[src/rtl/core/rtc3w_pkg.sv]
// ----------------------------------------------------------------------------
// rtc3w_pkg
// Shared types and constants for the three-wire rtc register target:
// command byte fields, storage depths and response status codes.
// ----------------------------------------------------------------------------
package rtc3w_pkg;

   // default sizes of the two burst windows
   localparam int RamBytesDefault      = 31;
   localparam int ClockBurstLenDefault = 8;

   // clock register file
   localparam int          ClockDepth = 9;
   localparam int          ClockAw    = 4;
   localparam logic [4:0]  WpReg      = 5'd7;

   // command byte layout
   localparam int          CmdValidBit = 7;
   localparam int          CmdRamBit   = 6;
   localparam int          CmdReadBit  = 0;
   localparam logic [4:0]  BurstAddr   = 5'd31;

   // response status codes
   typedef enum logic [2:0] {
      STATUS_CMD     = 3'd0,
      STATUS_WRITTEN = 3'd1,
      STATUS_READ    = 3'd2,
      STATUS_BLOCKED = 3'd3,
      STATUS_IGNORED = 3'd4,
      STATUS_ENDED   = 3'd5
   } status_type;

   // sequencer states, one-hot
   typedef enum logic [2:0] {
      STATE_IDLE = 3'b001,
      STATE_WAIT = 3'b010,
      STATE_RESP = 3'b100
   } state_type;

endpackage

[src/rtl/core/rtc_three_wire_register_target_top.sv]
// ----------------------------------------------------------------------------
// rtc_three_wire_register_target_top
// Byte-level device side of a three-wire rtc register interface: decodes
// command bytes, then writes or reads clock registers and user ram, with
// burst addressing and write protection.
// ----------------------------------------------------------------------------
//
//   channel   direction   fields                         handshake
//   req       in          req_func, req_data_byte        req_valid / req_ready
//   rsp       out         rsp_read_data, rsp_status      rsp_valid / rsp_ready
//
// The response is valid the cycle after its request beat is taken; a read slot
// first passes through the wait state, for the registered read port of the
// clock or ram memory. A new beat is taken only once the last response has
// left; one beat is in flight at a time and memory accesses never overlap.
// Reset clears the command state, the write-protect copy and the per-entry
// valid bits, so unwritten entries read as zero; no clearing pass is needed.
// A stalled response holds in the output register and keeps req_ready low.
//
module rtc_three_wire_register_target_top #(
   parameter int RAM_BYTES       = rtc3w_pkg::RamBytesDefault,
   parameter int CLOCK_BURST_LEN = rtc3w_pkg::ClockBurstLenDefault
) (
   input  logic       clock,
   input  logic       reset,
   input  logic       req_valid,
   output logic       req_ready,
   input  logic       req_func,
   input  logic [7:0] req_data_byte,
   output logic       rsp_valid,
   input  logic       rsp_ready,
   output logic [7:0] rsp_read_data,
   output logic [2:0] rsp_status
);

   localparam int         RamAw      = (RAM_BYTES > 1) ? $clog2(RAM_BYTES) : 1;
   localparam logic [4:0] RamLimit   = 5'(RAM_BYTES);
   localparam logic [4:0] BurstLimit = 5'(CLOCK_BURST_LEN);
   localparam logic [4:0] ClkLimit   = 5'(rtc3w_pkg::ClockDepth);

   // storage
   logic [7:0] clk_mem [rtc3w_pkg::ClockDepth];
   logic [7:0] ram_mem [RAM_BYTES];
   logic [rtc3w_pkg::ClockDepth-1:0] clk_vld_ff;
   logic [RAM_BYTES-1:0]             ram_vld_ff;

   // read port registers
   logic [7:0] clk_q_ff, ram_q_ff;
   logic       clk_qv_ff, ram_qv_ff;

   // control registers
   rtc3w_pkg::state_type state_ff, state_in;
   logic       have_cmd_ff, have_cmd_in;
   logic       cmd_read_ff, cmd_read_in;
   logic       cmd_ram_ff, cmd_ram_in;
   logic       cmd_burst_ff, cmd_burst_in;
   logic [4:0] addr_ff, addr_in;
   logic [4:0] done_ff, done_in;
   logic       wp_ff, wp_in;
   logic       hit_ff, hit_in;

   // response registers
   logic [7:0]             rsp_data_ff, rsp_data_in;
   rtc3w_pkg::status_type  rsp_status_ff, rsp_status_in;

   // decode helpers
   logic                        accept;
   logic                        loc_ok;
   logic [4:0]                  limit;
   logic                        slot_open;
   logic                        wp_block;
   logic                        rd_en;
   logic                        we;
   logic [4:0]                  cmd_addr;
   logic [rtc3w_pkg::ClockAw-1:0] clk_idx;
   logic [RamAw-1:0]            ram_idx;

   assign req_ready     = (state_ff == rtc3w_pkg::STATE_IDLE);
   assign rsp_valid     = (state_ff == rtc3w_pkg::STATE_RESP);
   assign rsp_read_data = rsp_data_ff;
   assign rsp_status    = rsp_status_ff;
   assign accept        = req_valid && req_ready;

   // location and window checks for the current data slot
   assign clk_idx   = addr_ff[rtc3w_pkg::ClockAw-1:0];
   assign ram_idx   = addr_ff[RamAw-1:0];
   assign loc_ok    = cmd_ram_ff ? (addr_ff < RamLimit) : (addr_ff < ClkLimit);
   assign limit     = cmd_burst_ff ? (cmd_ram_ff ? RamLimit : BurstLimit) : 5'd1;
   assign slot_open = (done_ff < limit);
   assign wp_block  = wp_ff && (cmd_ram_ff || (addr_ff != rtc3w_pkg::WpReg));
   assign cmd_addr  = req_data_byte[5:1];

   // beat sequencer
   always_comb begin
      state_in      = state_ff;
      have_cmd_in   = have_cmd_ff;
      cmd_read_in   = cmd_read_ff;
      cmd_ram_in    = cmd_ram_ff;
      cmd_burst_in  = cmd_burst_ff;
      addr_in       = addr_ff;
      done_in       = done_ff;
      wp_in         = wp_ff;
      hit_in        = hit_ff;
      rsp_data_in   = rsp_data_ff;
      rsp_status_in = rsp_status_ff;
      rd_en         = 1'b0;
      we            = 1'b0;
      case (state_ff)
         rtc3w_pkg::STATE_IDLE: begin
            if (accept) begin
               state_in    = rtc3w_pkg::STATE_RESP;
               rsp_data_in = 8'd0;
               if (req_func) begin
                  // chip enable dropped
                  have_cmd_in   = 1'b0;
                  cmd_read_in   = 1'b0;
                  cmd_ram_in    = 1'b0;
                  cmd_burst_in  = 1'b0;
                  addr_in       = 5'd0;
                  done_in       = 5'd0;
                  rsp_status_in = rtc3w_pkg::STATUS_ENDED;
               end else if (!have_cmd_ff) begin
                  if (req_data_byte[rtc3w_pkg::CmdValidBit]) begin
                     have_cmd_in   = 1'b1;
                     cmd_read_in   = req_data_byte[rtc3w_pkg::CmdReadBit];
                     cmd_ram_in    = req_data_byte[rtc3w_pkg::CmdRamBit];
                     cmd_burst_in  = (cmd_addr == rtc3w_pkg::BurstAddr);
                     addr_in       = (cmd_addr == rtc3w_pkg::BurstAddr) ? 5'd0 : cmd_addr;
                     done_in       = 5'd0;
                     rsp_status_in = rtc3w_pkg::STATUS_CMD;
                  end else begin
                     rsp_status_in = rtc3w_pkg::STATUS_IGNORED;
                  end
               end else if (!slot_open) begin
                  rsp_status_in = rtc3w_pkg::STATUS_IGNORED;
               end else begin
                  // data slot inside the window
                  done_in = done_ff + 5'd1;
                  if (cmd_burst_ff) begin
                     addr_in = addr_ff + 5'd1;
                  end
                  if (cmd_read_ff) begin
                     rd_en         = 1'b1;
                     hit_in        = loc_ok;
                     state_in      = rtc3w_pkg::STATE_WAIT;
                     rsp_status_in = rtc3w_pkg::STATUS_READ;
                  end else if (!loc_ok) begin
                     rsp_status_in = rtc3w_pkg::STATUS_IGNORED;
                  end else if (wp_block) begin
                     rsp_status_in = rtc3w_pkg::STATUS_BLOCKED;
                  end else begin
                     we            = 1'b1;
                     rsp_status_in = rtc3w_pkg::STATUS_WRITTEN;
                     if (!cmd_ram_ff && (addr_ff == rtc3w_pkg::WpReg)) begin
                        wp_in = req_data_byte[7];
                     end
                  end
               end
            end
         end
         rtc3w_pkg::STATE_WAIT: begin
            // read data from the memory port, unwritten entries as zero
            if (!hit_ff) begin
               rsp_data_in = 8'd0;
            end else if (cmd_ram_ff) begin
               rsp_data_in = ram_qv_ff ? ram_q_ff : 8'd0;
            end else begin
               rsp_data_in = clk_qv_ff ? clk_q_ff : 8'd0;
            end
            state_in = rtc3w_pkg::STATE_RESP;
         end
         rtc3w_pkg::STATE_RESP: begin
            if (rsp_ready) begin
               state_in = rtc3w_pkg::STATE_IDLE;
            end
         end
         default: begin
            state_in = rtc3w_pkg::STATE_IDLE;
         end
      endcase
   end

   // control registers
   always_ff @(posedge clock) begin
      if (reset) begin
         state_ff     <= rtc3w_pkg::STATE_IDLE;
         have_cmd_ff  <= 1'b0;
         cmd_read_ff  <= 1'b0;
         cmd_ram_ff   <= 1'b0;
         cmd_burst_ff <= 1'b0;
         addr_ff      <= 5'd0;
         done_ff      <= 5'd0;
         wp_ff        <= 1'b0;
         hit_ff       <= 1'b0;
      end else begin
         state_ff     <= state_in;
         have_cmd_ff  <= have_cmd_in;
         cmd_read_ff  <= cmd_read_in;
         cmd_ram_ff   <= cmd_ram_in;
         cmd_burst_ff <= cmd_burst_in;
         addr_ff      <= addr_in;
         done_ff      <= done_in;
         wp_ff        <= wp_in;
         hit_ff       <= hit_in;
      end
   end

   // response output register
   always_ff @(posedge clock) begin
      rsp_data_ff   <= rsp_data_in;
      rsp_status_ff <= rsp_status_in;
   end

   // entry valid bits
   always_ff @(posedge clock) begin
      if (reset) begin
         clk_vld_ff <= '0;
         ram_vld_ff <= '0;
      end else if (we) begin
         if (cmd_ram_ff) begin
            ram_vld_ff[ram_idx] <= 1'b1;
         end else begin
            clk_vld_ff[clk_idx] <= 1'b1;
         end
      end
   end

   // clock register memory, one write and one registered read port
   always_ff @(posedge clock) begin
      if (we && !cmd_ram_ff) begin
         clk_mem[clk_idx] <= req_data_byte;
      end
      if (rd_en && !cmd_ram_ff && loc_ok) begin
         clk_q_ff  <= clk_mem[clk_idx];
         clk_qv_ff <= clk_vld_ff[clk_idx];
      end
   end

   // user ram memory, one write and one registered read port
   always_ff @(posedge clock) begin
      if (we && cmd_ram_ff) begin
         ram_mem[ram_idx] <= req_data_byte;
      end
      if (rd_en && cmd_ram_ff && loc_ok) begin
         ram_q_ff  <= ram_mem[ram_idx];
         ram_qv_ff <= ram_vld_ff[ram_idx];
      end
   end

endmodule
[config.mk]
export PLATFORM = sky130hd
export DESIGN_NAME = rtc_three_wire_register_target_top
export DESIGN_NICKNAME = d
export VERILOG_FILES = /design/src/rtl/core/rtc3w_pkg.sv /design/src/rtl/core/rtc_three_wire_register_target_top.sv
export SDC_FILE = /design/constraint.sdc
export NUM_CORES = 1
export LEC_CHECK = 0
export BUFFER_PORTS_ARGS = -buffer_cell sky130_fd_sc_hd__clkbuf_2
export CORE_ASPECT_RATIO = 0.75
export CORE_MARGIN = 8
export CORE_UTILIZATION = 27
export DETAILED_ROUTE_END_ITERATION = 8
export GPL_TIMING_DRIVEN = 0
export HOLD_SLACK_MARGIN = 0.02
export PLACE_DENSITY = 0.4
export SETUP_SLACK_MARGIN = 0.5
export SLEW_MARGIN = 5
export SYNTH_ARGS = -nofsm -noshare
export SYNTH_HDL_FRONTEND = slang
export SYNTH_SLANG_ARGS = --single-unit
[constraint.sdc]
create_clock -name clock -period 4.2 [get_ports clock]
set_input_delay 0.63 -clock clock [delete_from_list [all_inputs] [get_ports clock]]
set_output_delay 0.63 -clock clock [all_outputs]
set_load 0.01 [all_outputs]
==> run_results.csv, run 1 <==
group,metric,value,unit
status,status,"finished, final reports clean",
timing,fin_hold_ws,448,ps
hold_path,hold_end,"state_ff[0]$_SDFFE_PP1P_",
grt,antenna_found_initial,1,
clocking,htreeDepth,2,
timing,period_share,80.6,%
grt,grt_start_max_net_pins,46,
timing,worstMarginPinSlew,1240,ps
worst_setup_path,slowest_delay,680,ps
synthesis,syn_area,16400,sq um
synthesis,yosysUniqueCellTypes,61,
worst_setup_path,setup.worst_path.class,"register to register",
hold_path,hold_path.class,"primary input to register",
worst_setup_path,reg2reg_slack,820,ps
pwr,vdd_drop_max,0.243,mV
timing,finalSetupViolCount,0,
grt,grt_use_total,13.1,%
synthesis,ys_seq_area_share,71.0,%
layout,mostFrequentLayoutCells,"edfxtp_1, mux4_2, dfxtp_1, nand2_1, mux2i_1",
timing,hold_viol,0,
placed_design,io_buffers,23,
synthesis,avgSynthCellArea,17.1,sq um
timing,relSlewSlack,16.7,%
clocking,clkLatencyLatePin,570,ps
synthesis,synth_edf_count,349,
worst_setup_path,crit_buf_inv,5,
die,ios,26,
clocking,cts_tree,"yes",
drt,route.detailed.drc,0,
clocking,clockBufferDepth,3,
flow_run,maxCapViolCount,0,
drt,post_drt_wl_per_cell,24.4,um
layout,final_common_cell,"edfxtp_1",
pwr,p_leak,5.84,nW
synthesis,ys_ff_latch,408,
worst_setup_path,critPathMaxFanout,10,
placed_design,post-place-ws,325,ps
hold_path,hold_start,"rsp_ready",
clocking,clk_pin_slew,60,ps
layout,final_cell_area,19000,sq um
die,start_util,27.2,%
drt,vias,9073,
synthesis,synth-async-reset-ratio,0,%
worst_setup_path,cp_top_family,"buffers and inverters",
drt,wirelength,45500,um
die,rows,78,
worst_setup_path,r2r-start,"addr_ff[1]$_SDFFE_PP0P_",
synthesis,yosys_most_used_dff,"edfxtp_1",
die,die_y,230,um
placed_design,dpl_cell_area,17600,sq um
pwr,power_density,449,nW/um^2
drt,first_pass_iters,5,
worst_setup_path,path_common_cell,"buf_2",
placed_design,gp_congestion,0.787,
die,dieArea,69100,sq um
timing,fin_ws,817,ps
synthesis,synthCells,962,
die,die_w,301,um
layout,drive_above_1_share,20.1,%
die,core,60300,sq um
hold_path,min_path_cells,3,
grt,grt_pass1_vias,9143,
drt,routed_via_density,4.86,
clocking,cts_hold_buf,0,
synthesis,yosysWarnings,0,
worst_setup_path,crit_path_end_kind,"register",
drt,ant_nets,0,
timing,slew_violations,0,
clocking,cts.sink_count,408,
drt,drt_iter0_markers,812,
timing,min_period,3380,ps
worst_setup_path,start_kind,"register",
layout,num_antenna_cells,0,
grt,grt_first_pass_wirelength,66600,um
timing,fmax,296,MHz
clocking,cts_root_buffer,"clkbuf_16",
timing,skew,27.7,ps
timing,fin_tns_setup,0,ps
placed_design,hpwl,30400,um
pwr,power,8.53,mW
synthesis,synth.net_count,984,
layout,syn_to_final_growth,15.6,%
grt,gr-total-overflow,0,
worst_setup_path,required,4380,ps
worst_setup_path,slowest_stage,"nor4_4",
timing,rsz0062_at_grt,"no",
worst_setup_path,r2r_cells,8,
worst_setup_path,timing.rr.end,"clk_mem[4][5]$_DFFE_PP_",
worst_setup_path,worstPathCellList,"buf_2 > buf_2 > buf_4 > buf_2 > inv_1 > ha_1 > nand2_1 > nor4_4",
layout,layout.nets,1054,
clocking,cts_made_buffers,42,
worst_setup_path,cp.arrival,3570,ps
[metrics by stage]
stage	std cells	util, %
floorplan	962	-
global placement	1785	29.1
detailed placement	1786	29.1
CTS	1863	31.4
global route	1865	31.5
finish	1865	31.5
[tightest hold or removal path: stages]
cell and delay (ps):
clkbuf_2 90, nor3_1 50, o21ai_0 180
[how the worst max path moves through the flow]
stage,from,endpoint,slack [ps],depth (start not counted)
global placement,cmd_ram_ff$_SDFFE_PP0P_,clk_q_ff[6]$_DFFE_PP_,-470,9
detailed placement,cmd_ram_ff$_SDFFE_PP0P_,ram_q_ff[0]$_DFFE_PP_,320,9
global route,addr_ff[1]$_SDFFE_PP0P_,clk_mem[0][6]$_DFFE_PP_,700,8
finish,addr_ff[1]$_SDFFE_PP0P_,clk_mem[4][5]$_DFFE_PP_,820,8
CTS,cmd_ram_ff$_SDFFE_PP0P_,clk_q_ff[6]$_DFFE_PP_,520,10
floorplan,cmd_ram_ff$_SDFFE_PP0P_,clk_q_ff[0]$_DFFE_PP_,840,9
[final cells by class]
cell class                 count  area (sq um)
buffer                        61           309
clock buffer                  49          1080
clock inverter                28           253
fill                        5948         41300
inverter                      11          46.3
multi-input combinational    482          4490
sequential                   408         11700
tap                          800          1000
timing repair buffer          26           150
[cells by family (layout without fill, tap and decap cells)]
| kind of cell | count (synthesis) | in the layout | synth area share [%] |
|---|---|---|---|
| multiplexers | 115 | 115 | 11.9 |
| flip-flops | 408 | 408 | 71.0 |
| AO/OA/AOI/OAI | 162 | 162 | 6.89 |
| buffers and inverters | 72 | 175 | 2.16 |
| XOR/XNOR | 3 | 3 | 0.160 |
| adder cells (fa/ha/maj) | 9 | 9 | 0.686 |
| AND/OR/NAND/NOR | 193 | 193 | 7.27 |
[state kept, by name (all words and copies together) (netlist names), 5 cells and up]
signal and flops:
clk_mem 72, clk_q_ff 8, addr_ff 5, rsp_read_data 8, done_ff 5, clk_vld_ff 9
ram_vld_ff 31, ram_mem 248, ram_q_ff 8
[synth_stat cells, types with 9 or more instances]
| library cell | count | share of area, % |
|---|---|---|
| o21ai_0 | 25 | 0.76 |
| ha_1 | 9 | 0.69 |
| and4_1 | 32 | 1.7 |
| a21oi_1 | 19 | 0.58 |
| inv_1 | 9 | 0.21 |
| nand2_1 | 47 | 1.1 |
| nand4_1 | 11 | 0.42 |
| edfxtp_1 | 349 | 64 |
| mux4_2 | 63 | 8.6 |
| nor2b_1 | 14 | 0.53 |
| dfxtp_1 | 59 | 7.2 |
| clkbuf_1 | 27 | 0.62 |
| buf_2 | 24 | 0.73 |
| mux2i_1 | 46 | 2.8 |
| nand3_1 | 17 | 0.52 |
| nor2_1 | 24 | 0.55 |
| o21a_1 | 41 | 1.9 |
| nor4_2 | 9 | 0.69 |
| a22oi_1 | 41 | 1.9 |
[power breakdown]
group          switching [mW]  leakage [nW]  internal, mW
clock network            1.62         0.643          2.09
logic                   0.287          1.58         0.116
registers             0.00811          3.62          4.41
[routing by layer]
metal,global-route usage (%),vias to the layer above,share of wire [%]
li1,-,4043,-
met2,17.3,240,40
met3,3.49,63,6.5
met4,2.56,0,1.6
met5,0,-,0
met1,20.8,4727,52
[repair_timing]
item | 4_1_cts | 5_1_grt
hold endpoints to repair | 0 | 0
buffers inserted | 0 | 2
gates resized for setup | 9 | 3
pin swaps | 1 | 1
endpoints found under the setup margin | 83 | 271
Power figures use the tool's default switching activity.
==> inputs of run 2 (changes only) <==
--- a/config.mk
+++ b/config.mk
@@ -5,6 +5,7 @@
 export SDC_FILE = /design/constraint.sdc
 export NUM_CORES = 1
 export LEC_CHECK = 0
+export ABC_AREA = 1
 export BUFFER_PORTS_ARGS = -buffer_cell sky130_fd_sc_hd__clkbuf_2
 export CORE_ASPECT_RATIO = 0.75
 export CORE_MARGIN = 8
==> constraint.sdc (replaced) <==
create_clock -name clock -period 3.23 [get_ports clock]
set_input_delay 0.4845 -clock clock [delete_from_list [all_inputs] [get_ports clock]]
set_output_delay 0.4845 -clock clock [all_outputs]
set_load 0.01 [all_outputs]
==> run 2 against run 1 <==
  * Combinational power rose to 2.9 times the previous value
  * Highest routed layer unchanged
  * Largest power group unchanged
  * Clock skew decreased by 4.8 ps
  * Global-route usage rose by 2.5 points
==> run_results.csv, run 2 <==
group,metric,value,unit
grt,use_met2,21.6,%
layout,largest_registers,"ram_mem: 248 flops, clk_mem: 72 flops, ram_vld_ff: 31 flops",
hold_path,hold_path.class,"primary input to register",
layout,finalNonFillerCells,2448,
synthesis,synth_edf_count,349,
timing,rsz0062_at_grt,"no",
die,rows,79,
drt,wirelength,56300,um
layout,largest_reg_flops,248,
clocking,cts_tree,"yes",
grt,gr-total-overflow,0,
worst_setup_path,timing.rr.end,"ram_mem[30][7]$_DFFE_PP_",
synthesis,yosys-top-cells-area,"edfxtp_1, dfxtp_1, nor2_1",
placed_design,hpwl,37900,um
status,status,"finished, final reports clean",
die,die_y,232,um
drt,drt_iter0_markers,1176,
synthesis,synth.net_count,1528,
layout,syn_to_final_growth,19.0,%
worst_setup_path,r2r_cells,13,
layout,layout.nets,1624,
placed_design,place_inst,2340,
grt,grt_busiest_layer,"met1",
placed_design,gp_congestion,0.870,
layout,num-fill-cells,6340,
timing,worstMarginPinSlew,1320,ps
die,core,61900,sq um
worst_setup_path,startpoint,"cmd_ram_ff$_SDFFE_PP0P_",
synthesis,ys_seq_area_share,69.2,%
timing,slew_violations,0,
layout,drive_above_1_share,14.5,%
synthesis,yosys_most_used_dff,"edfxtp_1",
drt,first_pass_iters,5,
worst_setup_path,start_kind,"register",
clocking,clk_pin_slew,60,ps
worst_setup_path,cp.arrival,2900,ps
timing,relSlewSlack,11.8,%
synthesis,ys_ff_latch,408,
grt,grt_use_total,15.5,%
drt,route.detailed.drc,0,
drt,routed_via_density,4.86,
drt,ant_nets,0,
clocking,htreeDepth,2,
timing,skew,23.0,ps
pwr,power_density,609,nW/um^2
grt,grt_first_pass_wirelength,80900,um
clocking,cts_hold_buf,0,
timing,fmax,382,MHz
synthesis,synthCells,1506,
timing,period_share,81.1,%
synthesis,syn_area,16900,sq um
clocking,clockBufferDepth,3,
clocking,cts_root_buffer,"clkbuf_16",
grt,grt_pass1_vias,11500,
grt,met3_usage,3.12,%
worst_setup_path,crit_path_end_kind,"register",
synthesis,synth_top_area_cell,"edfxtp_1",
flow_run,maxCapViolCount,0,
grt,antenna_found_initial,0,
synthesis,yosys-top-cells-count,"edfxtp_1, nor2_1, nand2_1",
grt,gr-usage-met1,24.6,%
clocking,cts_made_buffers,45,
clocking,clkLatencyLatePin,580,ps
drt,post_drt_wl_per_cell,23.0,um
pwr,vdd_drop_max,0.359,mV
die,die_w,305,um
timing,min_period,2620,ps
worst_setup_path,r2r-start,"cmd_ram_ff$_SDFFE_PP0P_",
worst_setup_path,setup.worst_path.class,"register to register",
synthesis,yosys.cell_count.top_type,"edfxtp_1",
synthesis,avgSynthCellArea,11.2,sq um
timing,hold_viol,0,
synthesis,synth-async-reset-ratio,0,%
die,dieArea,70800,sq um
timing,finalSetupViolCount,0,
layout,final_common_cell,"edfxtp_1",
worst_setup_path,critPathMaxFanout,10,
layout,top_register,"ram_mem",
placed_design,dpl_cell_area,18000,sq um
placed_design,io_buffers,24,
timing,fin_tns_setup,0,ps
hold_path,hold_start,"req_valid",
pwr,power,12.2,mW
pwr,p_leak,6.85,nW
synthesis,yosysWarnings,0,
layout,final_cell_area,20100,sq um
worst_setup_path,reg2reg_slack,610,ps
die,start_util,27.2,%
worst_setup_path,critical_path.endpoint,"ram_mem[30][7]$_DFFE_PP_",
drt,vias,11900,
clocking,cts.sink_count,408,
grt,grt_start_max_net_pins,43,
worst_setup_path,required,3510,ps
synthesis,yosysUniqueCellTypes,33,
synthesis,synth_top_area_share,62.2,%
layout,finish.utilization,32.4,%
layout,mostFrequentLayoutCells,"edfxtp_1, nor2_1, nand2_1, o21ai_0, inv_1",
die,ios,26,
run 2: worst min-delay path by stage:
stage / endpoint / cells past startpoint
final: state_ff[0]$_SDFFE_PP1P_ / 2
after floorplan: ram_vld_ff[12]$_SDFFE_PP0P_ / 2
after detailed placement: ram_vld_ff[12]$_SDFFE_PP0P_ / 2
after global placement: ram_vld_ff[12]$_SDFFE_PP0P_ / 2
after CTS: state_ff[0]$_SDFFE_PP1P_ / 2
after global routing: state_ff[0]$_SDFFE_PP1P_ / 2
run 2: cell families after synthesis:
logic type | share of synthesized area [%]
AND/OR/NAND/NOR | 13.9
flip-flops | 69.2
AO/OA/AOI/OAI | 10.8
buffers and inverters | 5.37
adder cells (fa/ha/maj) | 0.668
XOR/XNOR | 0.0520
run 2: power breakdown:
part	internal, mW	total [mW]	switching, mW
Sequential	5.75	5.77	0.0180
Combinational	0.265	1.15	0.888
Clock	3.09	5.28	2.18
Total	9.11	12.2	3.09
run 2: repair_timing:
| action | 4_1_cts | 5_1_grt |
|---|---|---|
| gates resized for setup | 76 | 36 |
| endpoints found under the setup margin | 401 | 340 |
| buffers inserted | 14 | 9 |
| pin swaps | 3 | 7 |
| cloned | 1 | 1 |
run 2: worst max-delay path: stages (launching register included):
cell and delay (ps):
dfxtp_1 320, buf_6 100, buf_8 130, nand2_2 100, ha_1 310, nand2_1 60
nand2_1 60, nand2_2 100, nand4_4 130, nor2_4 150, buf_12 130, buf_4 140
nand4_1 280, inv_2 280
run 2: through the flow:
stage | worst slack [ps] | hold slack (ps)
finish | 609 | 118
global route | 498 | 105
CTS | 457 | 92.7
detailed placement | -453 | 443
global placement | -465 | 433
floorplan | 501 | 426
run 2: cell type report:
class / instances / area [sq um] / share of cell area (%)
diodes: 1 / 2.50 / 0.0125
flip-flops and latches: 408 / 11700 / 58.2
multi-input cells: 879 / 4410 / 22.0
repair buffers: 49 / 405 / 2.02
inverters: 132 / 583 / 2.91
plain buffers: 87 / 482 / 2.40
clock inverters: 31 / 327 / 1.63
clock buffers: 51 / 1170 / 5.83
well taps: 810 / 1010 / 5.05
run 2: layer usage:
metal / vias up / routed length, um
li1: 5531 / -
met4: 0 / 770
met2: 350 / 22500
met1: 5963 / 29400
met5: - / 0
met3: 58 / 3600
